===== config.mk =====
export PLATFORM = sky130hd
export DESIGN_NAME = pgl_ctrl
export DESIGN_NICKNAME = d
export VERILOG_FILES = /design/src/hdl/pgl_pkg.sv /design/src/hdl/pgl_ctrl.sv
export SDC_FILE = /design/constraint.sdc
export NUM_CORES = 1
export LEC_CHECK = 0
export BUFFER_PORTS_ARGS = -buffer_cell sky130_fd_sc_hd__buf_2
export CORE_MARGIN = 3
export CORE_UTILIZATION = 45
export DETAILED_ROUTE_END_ITERATION = 8
export GPL_ROUTABILITY_DRIVEN = 1
export PLACE_DENSITY = 0.72
export SETUP_SLACK_MARGIN = 0.1
export SLEW_MARGIN = 20
export SYNTH_ARGS = -nofsm -noshare
export SYNTH_HDL_FRONTEND = slang
export SYNTH_SLANG_ARGS = --single-unit

===== constraint.sdc =====
create_clock -name aclk -period 3.12 [get_ports aclk]
set_input_delay 0.156 -clock aclk [delete_from_list [all_inputs] [get_ports aclk]]
set_output_delay 0.156 -clock aclk [all_outputs]
set_load 0.01 [all_outputs]

===== src/hdl/pgl_pkg.sv =====
// ----------------------------------------------------------------------------
// pgl_pkg
// Shared types, constants and control structs for the pad grid line centroid.
// ----------------------------------------------------------------------------
package pgl_pkg;

    localparam int PADS_Z_DEF      = 36;
    localparam int PADS_Y_DEF      = 32;
    localparam int MODULES_ROW_DEF = 4;
    localparam int MODULE_ROWS_DEF = 2;

    localparam int SUM_W   = 40;
    localparam int COUNT_W = 16;
    localparam int COORD_W = 24;
    localparam int ACC_W   = 64;
    localparam int N_W     = 32;
    localparam int DIV_W   = 64;
    localparam int DIFF_W  = COORD_W + 1;
    localparam int DV_W    = 16;
    localparam int NUM_AXES = 3;

    localparam logic [COORD_W-1:0] MAX24 = '1;

    localparam logic [1:0] CMD_ADD    = 2'd0;
    localparam logic [1:0] CMD_REPORT = 2'd1;
    localparam logic [1:0] CMD_CLEAR  = 2'd2;
    localparam logic [1:0] CMD_NONE   = 2'd3;

    localparam int CFG_IDX_W = 1;
    localparam logic [CFG_IDX_W-1:0] REG_GROUP_BY_COLUMNS = 1'd0;
    localparam logic [CFG_IDX_W-1:0] REG_DRIFT_VELOCITY   = 1'd1;

    localparam logic            GROUP_RESET = 1'b1;
    localparam logic [DV_W-1:0] DV_RESET    = 16'd5249;

    typedef struct packed {
        logic [1:0]                command;
        logic [3:0]                module_req;
        logic [5:0]                pad_z_local;
        logic [5:0]                pad_y_local;
        logic signed [COORD_W-1:0] coord_z;
        logic signed [COORD_W-1:0] coord_y;
        logic signed [COORD_W-1:0] coord_t;
        logic [7:0]                line_index;
    } in_word_t;

    typedef struct packed {
        logic [7:0]                line_number;
        logic [COORD_W-1:0]        hit_total;
        logic                      has_hits;
        logic signed [COORD_W-1:0] mean_z;
        logic signed [COORD_W-1:0] mean_y;
        logic signed [COORD_W-1:0] mean_t;
        logic [COORD_W-1:0]        error_z;
        logic [COORD_W-1:0]        error_y;
        logic [COORD_W-1:0]        error_t;
        logic signed [COORD_W-1:0] drift_position;
        logic [COORD_W-1:0]        drift_error;
        logic                      single_hit;
    } out_word_t;

    typedef struct packed {
        logic signed [SUM_W-1:0] sum_z;
        logic signed [SUM_W-1:0] sum_y;
        logic signed [SUM_W-1:0] sum_t;
        logic [COUNT_W-1:0]      count;
    } pad_entry_t;

    typedef enum logic [1:0] {
        DIV_MEAN = 2'd0,
        DIV_PAD  = 2'd1,
        DIV_ERR  = 2'd2
    } div_sel_t;

    typedef struct packed {
        logic     capture;
        logic     rd_hit;
        logic     wr_hit;
        logic     clr_wr;
        logic     rd_line;
        logic     p1_acc;
        logic     step_line;
        logic     k_clr;
        logic     k_inc;
        logic     div_start;
        div_sel_t div_sel;
        logic     md_latch;
        logic     p2_diff;
        logic     p2_sqr;
        logic     p2_acc;
        logic     nn_calc;
        logic     sq_start;
        logic     err_latch;
        logic     drift_calc;
        logic     out_load;
    } dp_cmd_t;

    typedef struct packed {
        logic line_ok;
        logic pad_last;
        logic sweep_last;
        logic k_last;
        logic n_zero;
        logic n_one;
        logic pad_empty;
        logic div_done;
        logic sqrt_done;
    } dp_stat_t;

endpackage


===== src/hdl/pgl_ctrl.sv =====
// ----------------------------------------------------------------------------
// pgl_ctrl
// Sequencer for add, clear and report; owns both handshakes.
// ----------------------------------------------------------------------------
module pgl_ctrl (
    input  logic               aclk,
    input  logic               aresetn,
    input  logic               s_valid,
    output logic               s_ready,
    input  logic [1:0]         in_cmd,
    output logic               m_valid,
    input  logic               m_ready,
    input  pgl_pkg::dp_stat_t  stat,
    output pgl_pkg::dp_cmd_t   cmd
);
    typedef enum logic [19:0] {
        S_CLEAR   = 20'h00001,
        S_IDLE    = 20'h00002,
        S_ADD     = 20'h00004,
        S_P1_RD   = 20'h00008,
        S_P1_ACC  = 20'h00010,
        S_MD_GO   = 20'h00020,
        S_MD_WAIT = 20'h00040,
        S_P2_RD   = 20'h00080,
        S_P2_CHK  = 20'h00100,
        S_P2_GO   = 20'h00200,
        S_P2_WAIT = 20'h00400,
        S_P2_SQR  = 20'h00800,
        S_P2_ACC  = 20'h01000,
        S_NN      = 20'h02000,
        S_ED_GO   = 20'h04000,
        S_ED_WAIT = 20'h08000,
        S_SQ_GO   = 20'h10000,
        S_SQ_WAIT = 20'h20000,
        S_DRIFT   = 20'h40000,
        S_FIN     = 20'h80000
    } state_t;

    state_t state_reg, state_next;
    logic   out_valid_reg, out_valid_next;

    always_comb begin
        state_next = state_reg;
        cmd        = '0;
        unique case (state_reg)
            S_CLEAR: begin
                cmd.clr_wr = 1'b1;
                if (stat.sweep_last) state_next = S_IDLE;
            end
            S_IDLE: begin
                if (s_valid) begin
                    cmd.capture = 1'b1;
                    unique case (in_cmd)
                        pgl_pkg::CMD_ADD: begin
                            cmd.rd_hit = 1'b1;
                            state_next = S_ADD;
                        end
                        pgl_pkg::CMD_REPORT: state_next = S_P1_RD;
                        pgl_pkg::CMD_CLEAR:  state_next = S_CLEAR;
                        default:             state_next = S_IDLE;
                    endcase
                end
            end
            S_ADD: begin
                cmd.wr_hit = 1'b1;
                state_next = S_IDLE;
            end
            S_P1_RD: begin
                if (!stat.line_ok) begin
                    state_next = S_FIN;
                end else begin
                    cmd.rd_line = 1'b1;
                    state_next  = S_P1_ACC;
                end
            end
            S_P1_ACC: begin
                cmd.p1_acc    = 1'b1;
                cmd.step_line = 1'b1;
                state_next    = stat.pad_last ? S_MD_GO : S_P1_RD;
            end
            S_MD_GO: begin
                if (stat.n_zero) begin
                    state_next = S_FIN;
                end else begin
                    cmd.div_start = 1'b1;
                    cmd.div_sel   = pgl_pkg::DIV_MEAN;
                    state_next    = S_MD_WAIT;
                end
            end
            S_MD_WAIT: begin
                cmd.div_sel = pgl_pkg::DIV_MEAN;
                if (stat.div_done) begin
                    cmd.md_latch = 1'b1;
                    if (stat.k_last) begin
                        cmd.k_clr  = 1'b1;
                        state_next = S_P2_RD;
                    end else begin
                        cmd.k_inc  = 1'b1;
                        state_next = S_MD_GO;
                    end
                end
            end
            S_P2_RD: begin
                cmd.rd_line = 1'b1;
                state_next  = S_P2_CHK;
            end
            S_P2_CHK: begin
                if (stat.pad_empty) begin
                    cmd.step_line = 1'b1;
                    state_next    = stat.pad_last ? S_NN : S_P2_RD;
                end else begin
                    state_next = S_P2_GO;
                end
            end
            S_P2_GO: begin
                cmd.div_start = 1'b1;
                cmd.div_sel   = pgl_pkg::DIV_PAD;
                state_next    = S_P2_WAIT;
            end
            S_P2_WAIT: begin
                cmd.div_sel = pgl_pkg::DIV_PAD;
                if (stat.div_done) begin
                    cmd.p2_diff = 1'b1;
                    state_next  = S_P2_SQR;
                end
            end
            S_P2_SQR: begin
                cmd.p2_sqr = 1'b1;
                state_next = S_P2_ACC;
            end
            S_P2_ACC: begin
                cmd.p2_acc = 1'b1;
                if (stat.k_last) begin
                    cmd.k_clr     = 1'b1;
                    cmd.step_line = 1'b1;
                    state_next    = stat.pad_last ? S_NN : S_P2_RD;
                end else begin
                    cmd.k_inc  = 1'b1;
                    state_next = S_P2_GO;
                end
            end
            S_NN: begin
                if (stat.n_one) begin
                    state_next = S_DRIFT;
                end else begin
                    cmd.nn_calc = 1'b1;
                    state_next  = S_ED_GO;
                end
            end
            S_ED_GO: begin
                cmd.div_start = 1'b1;
                cmd.div_sel   = pgl_pkg::DIV_ERR;
                state_next    = S_ED_WAIT;
            end
            S_ED_WAIT: begin
                cmd.div_sel = pgl_pkg::DIV_ERR;
                if (stat.div_done) state_next = S_SQ_GO;
            end
            S_SQ_GO: begin
                cmd.sq_start = 1'b1;
                state_next   = S_SQ_WAIT;
            end
            S_SQ_WAIT: begin
                if (stat.sqrt_done) begin
                    cmd.err_latch = 1'b1;
                    if (stat.k_last) begin
                        cmd.k_clr  = 1'b1;
                        state_next = S_DRIFT;
                    end else begin
                        cmd.k_inc  = 1'b1;
                        state_next = S_ED_GO;
                    end
                end
            end
            S_DRIFT: begin
                cmd.drift_calc = 1'b1;
                state_next     = S_FIN;
            end
            S_FIN: begin
                if (!out_valid_reg || m_ready) begin
                    cmd.out_load = 1'b1;
                    state_next   = S_IDLE;
                end
            end
            default: state_next = S_CLEAR;
        endcase
    end

    always_comb begin
        out_valid_next = out_valid_reg;
        if (out_valid_reg && m_ready) out_valid_next = 1'b0;
        if (cmd.out_load) out_valid_next = 1'b1;
    end

    always_ff @(posedge aclk) begin
        if (!aresetn) begin
            state_reg     <= S_CLEAR;
            out_valid_reg <= 1'b0;
        end else begin
            state_reg     <= state_next;
            out_valid_reg <= out_valid_next;
        end
    end

    assign s_ready = state_reg == S_IDLE;
    assign m_valid = out_valid_reg;

endmodule


Word-level counts from Yosys, hierarchy flattened:

Cells that the tools add are included.

* mux-type cells: 52
* reductions and logical operators: 9
* equal/unequal tests: 29

Operators by type and width (count)
* $pmux W20 S20: 1
* $mux W20: 9
* $mux W14: 3
* $mux W19: 2
* $mux W1: 23
* $eq A20 B1 Y1 const B: 1
* $eq A20 B10 Y1 const B: 1
* $eq A20 B11 Y1 const B: 1
* $eq A20 B12 Y1 const B: 1
* $eq A20 B13 Y1 const B: 1
* $eq A20 B14 Y1 const B: 1
* $eq A20 B15 Y1 const B: 1
* $eq A20 B16 Y1 const B: 1
* $eq A20 B17 Y1 const B: 1
* $eq A20 B18 Y1 const B: 1
* $eq A20 B19 Y1 const B: 1
* $eq A20 B2 Y1 const B: 1
* $eq A20 B20 Y1 const B: 1
* $eq A20 B3 Y1 const B: 1
* $eq A20 B4 Y1 const B: 1
* $eq A20 B5 Y1 const B: 1
* $eq A20 B6 Y1 const B: 1
* $eq A20 B7 Y1 const B: 1
* $eq A20 B8 Y1 const B: 1
* 19 further kinds: 33

* output and inout port bits: 23
* input port bits: 15
* bits in registers: 21

Logic depth before layout (Yosys ltp):

Gate-level depths: netlist (run 1).

* depth after elaboration: 5
* mapped depth: 10
* depth with buffers taken out: 8

Worst setup path before layout (run 1):

OpenSTA, ideal clock, no wires.

* kind: register -> output
* from: register state_reg[16]
* to: output cmd[12] (netlist bit)
* buffers on the path: 1
* path slack: 0.915 ns
* arrival: 2.049 ns
* data required time: 2.964 ns
* stages on the path, launching flop included: 7
* cells stage by stage: dfxtp_1 buf_6 or4_4 or4_4 nor4_2 nor3_1 nor2_1

RTL lines
* from (decl): line pgl_ctrl.sv:39 `state_t state_reg, state_next;`
* from (signal assigned): line pgl_ctrl.sv:200 `state_reg <= state_next;`
* to (decl): line pgl_ctrl.sv:14 `output pgl_pkg::dp_cmd_t cmd`

==> results.cfg, run 1 <==
[floorplanning]
std_cell_rows = 19
dieHeight_um = 62.6
core_area_mm2 = 0.00290
die_w_um = 62.6
dieArea_mm2 = 0.00392
ioPinCount = 38
start_util_pct = 49.7

[synth]
ys_seq_area_share_pct = 29.1
avgSynthCellArea_um2 = 7.88
ys_ff_latch = 21
yosys-top-cells-area = dfxtp_1 29%, nor2_1 8.6%, nor4_2 6.9%
yosys.area.top_type_share_pct = 29.1
synth_warnings = 0
yosys_most_used_dff = dfxtp_1
synth-edff-count = 0
syn_inst = 183
synth_nets = 198
async_reset_ff_share_pct = 0
yosysTopAreaCell = dfxtp_1
yosysUniqueCellTypes = 43
synthesis.area_mm2 = 0.00144

[power]
powerDensity_mw_per_mm2 = 353
seqPwrFrac_pct = 49.2
ir_drop_v = 0.000217
internal-power_w = 0.000388
pwr-share-clk_pct = 23.5
p_switching_w = 0.000195
pwr-share-comb_pct = 27.4
p_sw_share_pct = 33.5
leakage_nw = 0.727

[clocking]
htree_levels = 1
cts-root-buf = clkbuf_4
clk_pin_slew_ps = 120
clock-sinks = 21
ctsHoldBuffers = 0
numCtsBuffers = 3
post_cts_buffers = 0
cts_tree = done
insertion_delay_ps = 310
cts_max_path_buffers = 2
cts_resized = 0

[route]
postRouteAntennaNets = 0
viasPerCell = 5.96
wl_met3_um = 327
wl_met2_mm = 1.99
top_layer = met4
drc_errors = 0
drt_iter0_drc = 114
dr_total_vias = 1533
drt_wl_total_mm = 4.16
drt-met1-wl_mm = 1.79
first_pass_iters = 4
post_drt_wl_per_cell_um = 16.2

[placed_design]
place_congestion = 0.936
dp_cells = 253
io_buffers = 37
dp_hpwl_mm = 3.41

[layout]
final_util_pct = 56.9
antennaDiodeCount = 0
layout-drive-gt1-share_pct = 27.0
fin_cells = 257
syn_to_final_growth_pct = 14.4
largest_register_ffs = 20
final_nets = 231

[worst_setup_path]
cp-startpoint = state_reg[15]$_SDFFE_PN0P_
path_buf_inv = 1
r2r_setup_slack_ps = 770
reg2reg_depth = 8
critPathArrivalTime_ps = 2540
end_kind = output port
cp_common_cell = nand2_1
cp_top_family = simple AND/OR/NAND/NOR gates
crit_path_start_kind = register
crit_path_cell_trace = nor4_2, nand2_1, nor3_2, nand2_1, nor4_1, or3_1, buf_2
path_max_fanout = 6
crit_required_ps = 2960
path_class = reg2out
crit_path_end = cmd[11]
cp.depth = 7
regToRegEndpoint = state_reg[18]$_SDFFE_PN0P_
cp_slowest_cell = nor4_2
rr_startpoint = state_reg[4]$_SDFFE_PN0P_
slowest_delay_ps = 580

[timing]
fmax_mhz = 371
setup_viol = 0
max_slew_margin_pct = 61.0
fin_crit_ps = 2700
clock_skew_ps = 9.77
rsz0062_at_grt = no
slew_viol_final = 0
hold_violations = 0
tightestPinTransition_ps = 581
fin_setup_tns_ps = 0
period_share_pct = 86.5

[global_routing]
overflow = 0
track_usage_pct = 21.5
grt_max_degree = 13
first_global_vias = 1392
antenna_found_initial = 0
grt_pass1_wl_mm = 6.69

[job]
maxCapViolCount = 0

[run_status]
status = finished clean

[min_path]
min_path_type = in2reg
## cells in the mapped netlist, drive strengths merged, types with 3 or more instances
master	count
a21oi	7
a22oi	5
and4	3
and4b	5
buf	6
clkbuf	3
dfxtp	21
inv	10
nand2	8
nand2b	6
nand3	9
nor2	33
nor2b	3
nor3	13
nor3b	5
nor4	15
or4	3
xnor2	5
xor2	3
## worst min path at each step
stage / from / cells after the start / to
after floorplan: in_cmd[1] / 1 / state_reg[2]$_SDFFE_PN0P_
after global placement: in_cmd[1] / 2 / state_reg[2]$_SDFFE_PN0P_
after detailed placement: in_cmd[1] / 2 / state_reg[2]$_SDFFE_PN0P_
after CTS: in_cmd[1] / 2 / state_reg[2]$_SDFFE_PN0P_
after global routing: in_cmd[1] / 2 / state_reg[2]$_SDFFE_PN0P_
final: in_cmd[1] / 2 / state_reg[2]$_SDFFE_PN0P_
## final cells by class
class                           instances  area (um2)
Clock buffer                            4        26.3
Fill cell                             302        1250
Inverter                               11        41.3
Multi-Input combinational cell        142         925
Sequential cell                        21         420
Tap cell                               42        52.6
Timing Repair Buffer                   37         185
## cell usage in the layout (no fill, tap or decap), types with 2 or more instances in the layout
cell,Yosys,routed
a21oi_1,7,7
a22oi_1,5,5
and2_1,2,2
and4_1,3,3
and4b_1,5,5
buf_2,3,37
clkbuf_4,0,3
dfxtp_1,21,21
inv_1,10,10
nand2_1,8,8
nand2b_1,6,6
nand3_1,8,8
nor2_1,33,33
nor2b_1,3,3
nor3_1,11,11
nor3_2,2,2
nor3b_1,4,4
nor4_1,7,7
nor4_2,8,8
or3_1,2,2
or4_4,3,3
xnor2_1,5,5
xor2_1,3,3
## stage by stage
step,worst slack [ps],hold slack [ps],power (W),instance area (um2)
5_1_grt,155,68.9,0.000614,1650
2_1_floorplan,915,234,0.000410,1440
6_report,421,67.7,0.000583,1650
3_5_place_dp,811,403,0.000451,1620
3_3_place_gp,849,390,0.000446,1620
4_1_cts,439,63.8,0.000586,1650
## cells by family (layout without fill, tap and decap cells)
kind of cell,count (synthesis),in the layout,share of synthesized area (%)
AO/OA/AOI/OAI,21,21,9.97
AND/OR/NAND/NOR,113,113,49.3
flip-flops,21,21,29.1
buffers and inverters,20,52,6.76
XOR/XNOR,8,8,4.86
## per-layer routing
layer  track usage (%)  vias to the layer above
met3              3.06                        7
met5                 0                        -
met4              6.89                        0
li1                  -                      738
met1              27.7                      730
met2              36.9                       58
## power by group through the flow
| stage | Combinational [W] | Clock, W | Sequential (W) |
|---|---|---|---|
| after floorplan | 0.000124 | 0 | 0.000286 |
| after global placement | 0.000154 | 0 | 0.000292 |
| after detailed placement | 0.000158 | 0 | 0.000292 |
| after CTS | 0.000159 | 0.000141 | 0.000286 |
| after global routing | 0.000175 | 0.000151 | 0.000288 |
| final | 0.000159 | 0.000137 | 0.000287 |
Power figures use the tool's default switching activity.
==> run 2: changes to the inputs <==
Settings changed: ABC_AREA from default to 1, PLACE_DENSITY 0.72 to 0.79, SKIP_LAST_GASP from default to 1.
==> run 2 against run 1 <==
Net effect: routed wire length fell by 3.6%; sequential power grew 17%; non-clock buffer count is the same; worst hold slack better by 50 ps; clock power is essentially flat; synthesized cell count rose by 44%; register-to-register slack gained 320 ps; power increased by 120%; first-iteration DRC count is 23% lower; cell count increased by 34%; area after synthesis grew 9.6%; core utilization shrank 0.38 points.
==> results.cfg, run 2 <==
[synth]
ys_top_cells_by_count = 54 x nand2_1, 52 x inv_1, 44 x nor2_1
yosysTopAreaCell = dfxtp_1
synth_nets = 279
synth_warnings = 0
syn_inst = 264
synthesis.area_mm2 = 0.00158
yosysUniqueCellTypes = 27
async_reset_ff_share_pct = 0
avgSynthCellArea_um2 = 5.99
yosys_most_used_dff = dfxtp_1
yosys-top-cells-area = dfxtp_1 27%, nand2_1 13%, inv_1 12%
synthMostInstantiatedCell = nand2_1
yosys.area.top_type_share_pct = 26.6
synth-edff-count = 0
ys_seq_area_share_pct = 26.6
ys_ff_latch = 21

[layout]
largest_register_ffs = 20
n_fill_cell = 351
layout-drive-gt1-share_pct = 23.3
antennaDiodeCount = 0
syn_to_final_growth_pct = 14.5
final_nets = 316
final_common_cell = nand2_1
fin_cells = 344
final_cell_mix = 54 x nand2_1, 52 x inv_1, 44 x nor2_1, 37 x buf_2, 24 x nand3_1

[global_routing]
use_met1_pct = 29.1
overflow = 0
grt_util_met2_pct = 34.1
busiest_layer = met2
grt_pass1_wl_mm = 7.13
grtUsageMet3_pct = 2.39
track_usage_pct = 21.2
grt_max_degree = 18
first_global_vias = 1611
antenna_found_initial = 0

[worst_setup_path]
end_kind = output port
path_max_fanout = 5
critPathArrivalTime_ps = 1950
crit_required_ps = 2960
crit_path_start_kind = register
path_class = reg2out

[clocking]
cts_tree = done
numCtsBuffers = 3
cts-root-buf = clkbuf_4
clock-sinks = 21
htree_levels = 1
ctsHoldBuffers = 0
cts_resized = 0
post_cts_buffers = 0
cts_max_path_buffers = 2
insertion_delay_ps = 310
clk_pin_slew_ps = 120

[route]
post_drt_wl_per_cell_um = 11.7
drc_errors = 0
drt_iter0_drc = 88
dr_total_vias = 1712
drt_wl_total_mm = 4.01
viasPerCell = 4.98
postRouteAntennaNets = 0
first_pass_iters = 4

[power]
pwr-share-comb_pct = 63.6
ir_drop_v = 0.000381
seqPwrFrac_pct = 26.0
leakage_nw = 1.11
p_switching_w = 0.000680
powerDensity_mw_per_mm2 = 716
p_sw_share_pct = 52.5
report.power.total_w = 0.00130
pwr-share-clk_pct = 10.4
internal-power_w = 0.000617

[timing]
fin_crit_ps = 2110
hold_violations = 0
tightestPinTransition_ps = 307
clock_skew_ps = 3.00
timing.hold.ws_ps = 118
fmax_mhz = 474
rsz0062_at_grt = no
setup_viol = 0
period_share_pct = 67.6
max_slew_margin_pct = 79.4
fin_setup_tns_ps = 0
slew_viol_final = 0

[placed_design]
place_congestion = 0.871
io_buffers = 37
dp_hpwl_mm = 3.28
dp_cells = 340

[floorplanning]
ioPinCount = 38
start_util_pct = 49.4
dieHeight_um = 65.3
die_w_um = 65.3
std_cell_rows = 20
core_area_mm2 = 0.00320
dieArea_mm2 = 0.00426

[run_status]
status = finished clean

[job]
maxCapViolCount = 0

[min_path]
min_path_type = in2reg
run 2: changes by cell type after synthesis, moves of 6 or more:
cell / change
nand2b_1: -6
nand3_1: +16
nor4_1: -6
inv_1: +42
nand2_2: +6
nor2_1: +11
nor2_2: +10
nor4_2: -8
nand2_1: +46
run 2: layout make-up:
cell class / instances / area (um2) / area share (%)
sequential: 21 / 420 / 23.2
inverter: 55 / 206 / 11.4
timing repair buffer: 37 / 185 / 10.2
multi-input combinational: 183 / 917 / 50.7
clock buffer: 4 / 26.3 / 1.45
tap: 44 / 55.1 / 3.04
run 2: layer usage:
layer  part of all wire [%]  wire [um]
met1                     45       1810
met2                     43       1710
met3                    9.6        385
met4                    2.5        102
met5                      0          0
run 2: power by group through the flow:
| stage | clock network [W] | registers, W | logic (W) |
|---|---|---|---|
| 3_5_place_dp | 0 | 0.000343 | 0.000812 |
| 2_1_floorplan | 0 | 0.000338 | 0.000701 |
| 3_3_place_gp | 0 | 0.000341 | 0.000807 |
| 4_1_cts | 0.000138 | 0.000337 | 0.000817 |
| 5_1_grt | 0.000148 | 0.000343 | 0.000936 |
| 6_report | 0.000135 | 0.000337 | 0.000825 |
run 2: kinds of logic after synthesis:
family | Yosys count | share of synthesized area, %
DFF | 21 | 26.6
buffers and inverters | 60 | 15.4
and+or+nand+nor | 170 | 53.2
AOI/OAI and AO/OA | 13 | 4.83
run 2: critical path, stage by stage, from the launching register on:
cell     delay (ps)
dfxtp_1         360
nor2_2          140
nand2_2         140
inv_2            80
nand2_2          80
nor2_1          130
nand2_1         140
nor2_1          210
nor3_1           80
nor3_1          120
buf_2           160
run 2: metrics by stage:
step | util [%] | area [um2] | setup WS [ps]
after floorplan | - | 1580 | 1470
after global placement | 55.7 | 1780 | 1200
after detailed placement | 55.7 | 1780 | 1170
after CTS | 56.5 | 1810 | 1020
after global routing | 56.5 | 1810 | 828
final | 56.5 | 1810 | 1010
run 2: worst paths after layout:
check | end | from | slack, ps | cells past startpoint
worst max-delay path | cmd[13] | state_reg[7]$_SDFFE_PN0P_ | 1010 | 10
worst min-delay path | m_valid$_SDFFE_PN0P_ | m_ready | 120 | 4
worst max register to register | state_reg[16]$_SDFFE_PN0P_ | state_reg[7]$_SDFFE_PN0P_ | 1090 | 10
worst min register to register | m_valid$_SDFFE_PN0P_ | m_valid$_SDFFE_PN0P_ | 560 | 4
